--- src/hdl/slcp_pkg.sv ---
// Shared types and codes for the serial light command parser.
// No dependencies; compiled first.
package slcp_pkg;

    typedef logic [2:0] t_status;
    typedef logic [2:0] t_cmd;

    // status codes
    localparam t_status ST_OK       = 3'd0;
    localparam t_status ST_LIGHT    = 3'd1;
    localparam t_status ST_NOTALPHA = 3'd2;
    localparam t_status ST_UNKNOWN  = 3'd3;
    localparam t_status ST_EFFECT   = 3'd4;
    localparam t_status ST_INT1     = 3'd5;
    localparam t_status ST_INT2     = 3'd6;
    localparam t_status ST_HEX      = 3'd7;

    // command codes
    localparam t_cmd CMD_NONE   = 3'd0;
    localparam t_cmd CMD_CT     = 3'd1;
    localparam t_cmd CMD_RGB    = 3'd2;
    localparam t_cmd CMD_HSV    = 3'd3;
    localparam t_cmd CMD_BRIGHT = 3'd4;
    localparam t_cmd CMD_POWER  = 3'd5;
    localparam t_cmd CMD_TOGGLE = 3'd6;
    localparam t_cmd CMD_DFLT   = 3'd7;

    // byte constants
    localparam logic [7:0] CH_NUL = 8'h00;
    localparam logic [7:0] CH_TAB = 8'h09;
    localparam logic [7:0] CH_LF  = 8'h0a;
    localparam logic [7:0] CH_VT  = 8'h0b;
    localparam logic [7:0] CH_FF  = 8'h0c;
    localparam logic [7:0] CH_CR  = 8'h0d;
    localparam logic [7:0] CH_SP  = 8'h20;

endpackage

--- src/hdl/slcp_if.sv ---
// Valid/ready channel interfaces: received bytes in, parsed lines out.
// Depends on slcp_pkg.
interface slcp_in_if;
    logic       valid;
    logic       ready;
    logic [7:0] rx_byte;

    modport source (output valid, output rx_byte, input ready);
    modport sink   (input valid, input rx_byte, output ready);
endinterface

interface slcp_out_if;
    logic               valid;
    logic               ready;
    slcp_pkg::t_status  status;
    logic [31:0]        light_number;
    slcp_pkg::t_cmd     command_code;
    logic [31:0]        first_value;
    logic [31:0]        second_value;
    logic               smooth_effect;

    modport source (output valid, output status, output light_number, output command_code,
                    output first_value, output second_value, output smooth_effect,
                    input ready);
    modport sink   (input valid, input status, input light_number, input command_code,
                    input first_value, input second_value, input smooth_effect,
                    output ready);
endinterface

--- src/hdl/serial_light_command_parser_unit.sv ---
// Serial light command parser, top level.
// Depends on slcp_pkg and the channel interfaces in slcp_if.sv.
//
// Takes one received byte per beat and one beat per clock cycle; each byte is
// parsed by the field-phase logic in the cycle it is accepted. A line feed loads
// the result register, which presents the line's status and fields on the next
// cycle. Input ready drops only while a result sits in the result register, the
// output side is not taking it and the offered byte is a line feed; every other
// byte keeps flowing at one per cycle, since it produces no result. Lines longer
// than LINE_LIMIT bytes (CR and LF not counted) have their tail ignored; on any
// error every field but the status reads zero.
module serial_light_command_parser_unit #(
    parameter int LINE_LIMIT = 80
) (
    input  logic        i_clk,
    input  logic        i_rst_n,
    slcp_in_if.sink     i_rx,
    slcp_out_if.source  o_res
);
    import slcp_pkg::*;

    localparam int CNT_W = $clog2(LINE_LIMIT + 1);
    localparam logic [CNT_W-1:0] LIMIT = CNT_W'(LINE_LIMIT);

    typedef enum logic [2:0] {
        PH_LIGHT, PH_CMD, PH_EFFECT, PH_INT1, PH_HEX, PH_INT2, PH_DONE
    } t_phase;

    // line state
    logic [2:0]       r_phase_idx, n_phase_idx;
    t_cmd             r_cmd,       n_cmd;
    logic [31:0]      r_light,     n_light;
    logic [31:0]      r_val1,      n_val1;
    logic [31:0]      r_val2,      n_val2;
    logic             r_smooth,    n_smooth;
    t_status          r_err,       n_err;
    logic             r_halt,      n_halt;
    logic [CNT_W-1:0] r_cnt,       n_cnt;

    // result register
    logic             r_out_vld;
    t_status          r_o_status;
    logic [31:0]      r_o_light;
    t_cmd             r_o_cmd;
    logic [31:0]      r_o_val1;
    logic [31:0]      r_o_val2;
    logic             r_o_smooth;

    logic       accept;
    logic       is_lf;
    logic [7:0] c;
    t_phase     kind;

    assign c      = i_rx.rx_byte;
    // only a line feed needs the result register
    assign i_rx.ready = !r_out_vld || o_res.ready || !is_lf;
    assign accept = i_rx.valid && i_rx.ready;
    assign is_lf  = (c == CH_LF);

    always_comb begin
        case (r_cmd)
            CMD_NONE: kind = (r_phase_idx == 3'd0) ? PH_LIGHT :
                             (r_phase_idx == 3'd1) ? PH_CMD : PH_DONE;
            CMD_CT, CMD_BRIGHT, CMD_POWER:
                kind = (r_phase_idx == 3'd0) ? PH_EFFECT :
                       (r_phase_idx == 3'd1) ? PH_INT1 : PH_DONE;
            CMD_RGB:  kind = (r_phase_idx == 3'd0) ? PH_EFFECT :
                             (r_phase_idx == 3'd1) ? PH_HEX : PH_DONE;
            CMD_HSV:  kind = (r_phase_idx == 3'd0) ? PH_EFFECT :
                             (r_phase_idx == 3'd1) ? PH_INT1 :
                             (r_phase_idx == 3'd2) ? PH_INT2 : PH_DONE;
            CMD_TOGGLE: kind = (r_phase_idx == 3'd0) ? PH_EFFECT : PH_DONE;
            default:  kind = PH_DONE;
        endcase
    end

    always_comb begin
        logic       is_digit;
        logic       is_upper;
        logic       is_lower;
        logic       is_ws;
        logic [7:0] lc;
        logic [3:0] dec_d;
        logic [3:0] hex_d;

        is_digit = (c >= "0") && (c <= "9");
        is_upper = (c >= "A") && (c <= "Z");
        is_lower = (c >= "a") && (c <= "z");
        is_ws    = (c == CH_SP) || (c == CH_TAB) || (c == CH_VT) || (c == CH_FF);
        lc       = is_upper ? (c + 8'd32) : c;
        dec_d    = c[3:0];
        hex_d    = (lc >= "a") ? 4'(lc - "a" + 8'd10) : lc[3:0];

        n_phase_idx = r_phase_idx;
        n_cmd       = r_cmd;
        n_light     = r_light;
        n_val1      = r_val1;
        n_val2      = r_val2;
        n_smooth    = r_smooth;
        n_err       = r_err;
        n_halt      = r_halt;
        n_cnt       = r_cnt;

        if (c == CH_CR) begin
            // dropped, not counted
        end else if (is_lf) begin
            n_phase_idx = '0;
            n_cmd       = CMD_NONE;
            n_light     = '0;
            n_val1      = '0;
            n_val2      = '0;
            n_smooth    = 1'b0;
            n_err       = ST_OK;
            n_halt      = 1'b0;
            n_cnt       = '0;
        end else if (r_cnt < LIMIT) begin
            n_cnt = r_cnt + 1'b1;
            if (c != CH_NUL && !r_halt) begin
                if (is_ws) begin
                    if (kind != PH_DONE) n_phase_idx = r_phase_idx + 3'd1;
                end else begin
                    case (kind)
                        PH_LIGHT: begin
                            if (is_digit) n_light = (r_light << 3) + (r_light << 1)
                                                    + 32'(dec_d);
                            else begin n_err = ST_LIGHT; n_halt = 1'b1; end
                        end
                        PH_CMD: begin
                            if (!(is_upper || is_lower)) begin
                                n_err = ST_NOTALPHA; n_halt = 1'b1;
                            end else begin
                                n_phase_idx = '0;
                                case (c)
                                    "c":     n_cmd = CMD_CT;
                                    "r":     n_cmd = CMD_RGB;
                                    "h":     n_cmd = CMD_HSV;
                                    "b":     n_cmd = CMD_BRIGHT;
                                    "p":     n_cmd = CMD_POWER;
                                    "t":     n_cmd = CMD_TOGGLE;
                                    "d":     n_cmd = CMD_DFLT;
                                    default: begin
                                        n_phase_idx = r_phase_idx;
                                        n_err  = ST_UNKNOWN;
                                        n_halt = 1'b1;
                                    end
                                endcase
                            end
                        end
                        PH_EFFECT: begin
                            if (c == "s") n_smooth = 1'b1;
                            else if (c != "i") begin n_err = ST_EFFECT; n_halt = 1'b1; end
                        end
                        PH_INT1: begin
                            if (is_digit) n_val1 = (r_val1 << 3) + (r_val1 << 1)
                                                   + 32'(dec_d);
                            else begin n_err = ST_INT1; n_halt = 1'b1; end
                        end
                        PH_INT2: begin
                            if (is_digit) n_val2 = (r_val2 << 3) + (r_val2 << 1)
                                                   + 32'(dec_d);
                            else begin n_err = ST_INT2; n_halt = 1'b1; end
                        end
                        PH_HEX: begin
                            if ((lc >= "0" && lc <= "9") || (lc >= "a" && lc <= "f"))
                                n_val1 = {r_val1[27:0], hex_d};
                            else begin n_err = ST_HEX; n_halt = 1'b1; end
                        end
                        default: n_halt = 1'b1; // stray byte after the last field
                    endcase
                end
            end
        end
    end

    always_ff @(posedge i_clk) begin
        if (!i_rst_n) begin
            r_phase_idx <= '0;
            r_cmd       <= CMD_NONE;
            r_light     <= '0;
            r_val1      <= '0;
            r_val2      <= '0;
            r_smooth    <= 1'b0;
            r_err       <= ST_OK;
            r_halt      <= 1'b0;
            r_cnt       <= '0;
        end else if (accept) begin
            r_phase_idx <= n_phase_idx;
            r_cmd       <= n_cmd;
            r_light     <= n_light;
            r_val1      <= n_val1;
            r_val2      <= n_val2;
            r_smooth    <= n_smooth;
            r_err       <= n_err;
            r_halt      <= n_halt;
            r_cnt       <= n_cnt;
        end
    end

    always_ff @(posedge i_clk) begin
        if (!i_rst_n) begin
            r_out_vld <= 1'b0;
        end else if (accept && is_lf) begin
            r_out_vld <= 1'b1;
        end else if (o_res.ready) begin
            r_out_vld <= 1'b0;
        end
    end

    // payload needs no reset; fields zeroed when the line carried an error
    always_ff @(posedge i_clk) begin
        if (accept && is_lf) begin
            r_o_status <= r_err;
            r_o_light  <= (r_err == ST_OK) ? r_light  : '0;
            r_o_cmd    <= (r_err == ST_OK) ? r_cmd    : CMD_NONE;
            r_o_val1   <= (r_err == ST_OK) ? r_val1   : '0;
            r_o_val2   <= (r_err == ST_OK) ? r_val2   : '0;
            r_o_smooth <= (r_err == ST_OK) ? r_smooth : 1'b0;
        end
    end

    assign o_res.valid         = r_out_vld;
    assign o_res.status        = r_o_status;
    assign o_res.light_number  = r_o_light;
    assign o_res.command_code  = r_o_cmd;
    assign o_res.first_value   = r_o_val1;
    assign o_res.second_value  = r_o_val2;
    assign o_res.smooth_effect = r_o_smooth;

endmodule

--- src/flat_wrapper.sv ---
// flat-port wrapper written by rule: the top's interface ports become plain ports
module serial_light_command_parser_unit_flat import slcp_pkg::*;
#(
    parameter int LINE_LIMIT = 80
)
  (i_clk, i_rst_n, i_rx_valid, i_rx_rx_byte, i_rx_ready, o_res_valid, o_res_status, o_res_light_number, o_res_command_code, o_res_first_value, o_res_second_value, o_res_smooth_effect, o_res_ready);
  slcp_in_if i_rx_i ();
  slcp_out_if o_res_i ();
  input  logic i_clk;
  input  logic i_rst_n;
  input wire logic [$bits(i_rx_i.valid)-1:0] i_rx_valid;
  input wire logic [$bits(i_rx_i.rx_byte)-1:0] i_rx_rx_byte;
  output wire logic [$bits(i_rx_i.ready)-1:0] i_rx_ready;
  output wire logic [$bits(o_res_i.valid)-1:0] o_res_valid;
  output wire logic [$bits(o_res_i.status)-1:0] o_res_status;
  output wire logic [$bits(o_res_i.light_number)-1:0] o_res_light_number;
  output wire logic [$bits(o_res_i.command_code)-1:0] o_res_command_code;
  output wire logic [$bits(o_res_i.first_value)-1:0] o_res_first_value;
  output wire logic [$bits(o_res_i.second_value)-1:0] o_res_second_value;
  output wire logic [$bits(o_res_i.smooth_effect)-1:0] o_res_smooth_effect;
  input wire logic [$bits(o_res_i.ready)-1:0] o_res_ready;
  assign i_rx_i.valid = i_rx_valid;
  assign i_rx_i.rx_byte = i_rx_rx_byte;
  assign i_rx_ready = i_rx_i.ready;
  assign o_res_valid = o_res_i.valid;
  assign o_res_status = o_res_i.status;
  assign o_res_light_number = o_res_i.light_number;
  assign o_res_command_code = o_res_i.command_code;
  assign o_res_first_value = o_res_i.first_value;
  assign o_res_second_value = o_res_i.second_value;
  assign o_res_smooth_effect = o_res_i.smooth_effect;
  assign o_res_i.ready = o_res_ready;
  serial_light_command_parser_unit #(.LINE_LIMIT(LINE_LIMIT)) u_core (.i_clk(i_clk), .i_rst_n(i_rst_n), .i_rx(i_rx_i), .o_res(o_res_i));
endmodule
--- config.mk ---
export PLATFORM = sky130hd
export DESIGN_NAME = serial_light_command_parser_unit_flat
export DESIGN_NICKNAME = d
export VERILOG_FILES = /design/src/hdl/slcp_pkg.sv /design/src/hdl/slcp_if.sv /design/src/hdl/serial_light_command_parser_unit.sv /design/src/flat_wrapper.sv
export SDC_FILE = /design/constraint.sdc
export NUM_CORES = 1
export LEC_CHECK = 0
export ABC_AREA = 1
export BUFFER_PORTS_ARGS = -buffer_cell sky130_fd_sc_hd__buf_2
export CAP_MARGIN = 20
export CELL_PAD_IN_SITES_DETAIL_PLACEMENT = 1
export CELL_PAD_IN_SITES_GLOBAL_PLACEMENT = 1
export CORE_AREA = 2 2 252 254
export CTS_BUF_LIST = sky130_fd_sc_hd__clkbuf_16
export CTS_CLUSTER_SIZE = 24
export DETAILED_ROUTE_END_ITERATION = 7
export DIE_AREA = 0 0 254 256
export PLACE_DENSITY = 0.59
export SLEW_MARGIN = 20
export SYNTH_ARGS = -nofsm -noshare
export SYNTH_HDL_FRONTEND = slang
export SYNTH_SLANG_ARGS = --single-unit
--- constraint.sdc ---
create_clock -name i_clk -period 5 [get_ports i_clk]
set_clock_uncertainty 0.2 [all_clocks]
set_input_delay 0.25 -clock i_clk [delete_from_list [all_inputs] [get_ports i_clk]]
set_output_delay 0.25 -clock i_clk [all_outputs]
set_load 0.02 [all_outputs]
==> run_results.csv <==
group,metric,value,unit
synthesis,synth_warnings,0,
timing,max_freq,0.2372,GHz
worst_setup_path,crit_path_end_kind,"register",
finish,nFillCells,7705,
timing,hold_violations,0,
pwr,vdd_drop_max,0.1941,mV
finish,final_nets,2357,
clock_tree,clock_sinks,218,
finish,stdcell_area,17950,µm²
pwr,leakage,7.993,nW
global_route,antenna_found_initial,1,
timing,fin_crit_sh,84.32,%
clock_tree,postCtsResizedCells,0,
floorplanning,dieArea,65020,µm²
finish,layout_common_cells,"412 x nand2_1, 311 x nor2_1, 233 x inv_1, 200 x a21oi_1, 186 x ha_1",
placement,io_buffers,116,
worst_setup_path,critPathMaxFanout,34,
timing,final_max_slew_viol_count,0,
synthesis,synth-seq-cells,218,
worst_setup_path,path_class,"in -> reg",
timing,slew_headroom,28.13,%
clock_tree,path_clk_slew,60,ps
placement,place.gp.congestion,0.8711,
clock_tree,ctsRootBufferMaster,"clkbuf_16",
finish,final_common_cell,"nand2_1",
finish,ff_latch_area,5395,µm²
timing,worst_pin_slew,1078,ps
timing,hold_ws,117.8,ps
clock_tree,holdBufCountCts,6,
global_route,grt_pass1_wl,79950,µm
floorplanning,core_area,62390,µm²
floorplanning,die_x,254,µm
floorplanning,dieHeight,256,µm
drt,drc,0,
placement,dp_cells,2963,
clock_tree,insertion_delay,580,ps
synthesis,synthesis.nets,2254,
synthesis,synth_edf_count,103,
synthesis,synthArstFlopShare,0,%
worst_setup_path,crit_arrival,4490,ps
worst_setup_path,cp_slowest_stage_delay,840,ps
finish,diodes,0,
synthesis,synth_largest_type_area_fraction,19.96,%
synthesis,ys_types,56,
timing,tns,0,ps
timing,setup_violations,0,
worst_hold_path,min_path_type,"in -> reg",
clock_tree,post_cts_buffers,0,
synthesis,synthCells,2050,
clock_tree,h-tree-depth,1,
placement,place_area,16930,µm²
drt,firstDrtPassIters,5,
drt,wl_per_cell,16.33,µm
finish,final_cells,3021,
finish,area_growth,15.82,%
timing,min_period,4216,ps
placement,dp_hpwl,38100,µm
drt,via_per_inst,4.644,
timing,rsz0062_at_grt,"no",
clock_tree,numCtsBuffers,28,
synthesis,yosysSeqAreaShare,34.81,%
finish,multi_input_area,8919,µm²
clock_tree,cts_tree,"yes",
global_route,grt.overflow.total,0,
finish,drive_gt1_share,10.11,%
clock_tree,clock_path_buffers,3,
synthesis,syn_area,15500,µm²
global_route,grtUsageTotal,15.09,%
worst_setup_path,critPathRequiredTime,5280,ps
drt,vias,14030,
synthesis,avgSynthCellArea,7.560,µm²
worst_setup_path,critPathTopFamily,"buffers and inverters",
worst_setup_path,startpoint_type,"primary input",
worst_setup_path,path_cells,"dlygate4sd3_1 -> buf_2 -> inv_1 -> ha_1 -> nand3_4 -> inv_4 -> nor2_1 -> nor2_4 -> inv_2 -> o21ai_2 -> nand2_4 -> inv_2 -> nand2_1 -> nand2_1 -> nor2_1",
synthesis,synthFlopType,"dfxtp_1",
pwr,power_density,233.7,nW/µm²
drt,first_iter_violations,515,
run,maxCapViolations,0,
global_route,grt_max_degree,69,
run_status,status,"complete, no violations",
global_route,grt_pass1_vias,14690,
synthesis,synth_area_leaders,"edfxtp_1 20%, ha_1 15%, dfxtp_1 15%",
drt,ant_nets,0,
floorplanning,io-pin-count,117,
worst_setup_path,cpMaxStageDelayCell,"o21ai_2",
synthesis,synth.largest_area_cell,"edfxtp_1",
drt,drt_wl_total,49340,µm
floorplanning,initial_core_util,24.84,%
worst_setup_path,cp_num_buf_inv,6,
floorplanning,rows,92,
==> worst paths after layout <==
check                                         end               from  depth (start not counted)  slack [ps]
worst max-delay path            u_core.r_val1[24]    i_rx_rx_byte[0]                         15         780
worst min-delay path                u_core.r_halt    i_rx_rx_byte[4]                          6         120
worst max register to register  u_core.r_val2[24]   u_core.r_val2[0]                         17        1250
worst min register to register  u_core.r_val2[31]  u_core.r_val2[31]                          2         270
==> routing by layer <==
| metal | wire length [µm] | part of all wire, % | track usage [%] |
|---|---|---|---|
| met5 | 0 | 0 | 0 |
| met4 | 1024 | 2.1 | 3.742 |
| met1 | 24600 | 50 | 21.02 |
| met2 | 22180 | 45 | 24.66 |
| met3 | 1526 | 3.1 | 1.790 |
==> report_power, final <==
group	total (mW)	switching, mW	leakage, nW	internal [mW]
Combinational	0.206	0.159	5.56	0.0475
Sequential	1.87	0.00607	1.95	1.86
Clock	2.12	0.845	0.486	1.28
==> cell usage after synthesis, types with 3 or more instances <==
cell       number
a211oi_1       16
a21boi_0        7
a21o_1          8
a21oi_1       200
a21oi_2         3
a221oi_1        4
a22oi_1        13
a31oi_1        11
buf_2          16
buf_4           4
buf_6           5
clkbuf_1       28
dfxtp_1       115
edfxtp_1      103
fa_1            6
ha_1          186
inv_1         228
inv_2          13
nand2_1       412
nand2_2         6
nand3_1        87
nand3b_1        5
nand4_1        23
nor2_1        311
nor2_4          4
nor3_1         25
nor3b_1         4
nor4_1          6
o2111ai_1       4
o211ai_1       10
o21a_1          8
o21ai_0        75
o21ai_1         8
o21bai_1        8
o31ai_1         4
or2_2           9
xnor2_1        25
xor2_1         24
==> worst min-delay path, cell delays in order <==
cell and delay, ps:
buf_2 130, nand3_1 110, inv_1 70, nand2_1 110, nand4_1 120, a21oi_1 50
==> logic make-up after synthesis <==
group / count (synthesis) / synth area share, %
simple gates: 904 / 24.50
flops: 218 / 34.81
xor+xnor: 49 / 2.769
buf+inv: 298 / 7.718
fa+ha+maj: 192 / 15.79
compound gates: 389 / 14.40
==> stage by stage <==
stage	power (mW)	util (%)	worst slack [ps]
3_5_place_dp	2.111	27.13	737.5
5_1_grt	4.372	28.77	502.3
4_1_cts	4.298	28.77	842.8
3_3_place_gp	2.107	27.13	905.3
6_report	4.194	28.77	784.2
2_1_floorplan	2.043	-	1233
==> area by class of cell <==
type	instances	area share, %
Multi-Input combinational cell	1534	49.69
Tap cell	846	5.898
Clock inverter	24	1.457
Inverter	244	5.145
Sequential cell	218	30.06
Clock buffer	28	3.904
Timing Repair Buffer	127	3.848
==> flip-flops by register name, summed over array words and instances, names as in the netlist, 3 cells and up <==
register                   count
u_core.r_phase_idx             3
u_core.r_val2                 32
u_core.o_res.first_value      32
u_core.o_res.command_code      3
u_core.o_res.light_number     32
u_core.r_light                32
u_core.o_res.status            3
u_core.r_err                   3
u_core.r_cnt                   7
u_core.o_res.second_value     32
u_core.r_cmd                   3
u_core.r_val1                 32
No activity file was read; power rests on OpenSTA's default activity.
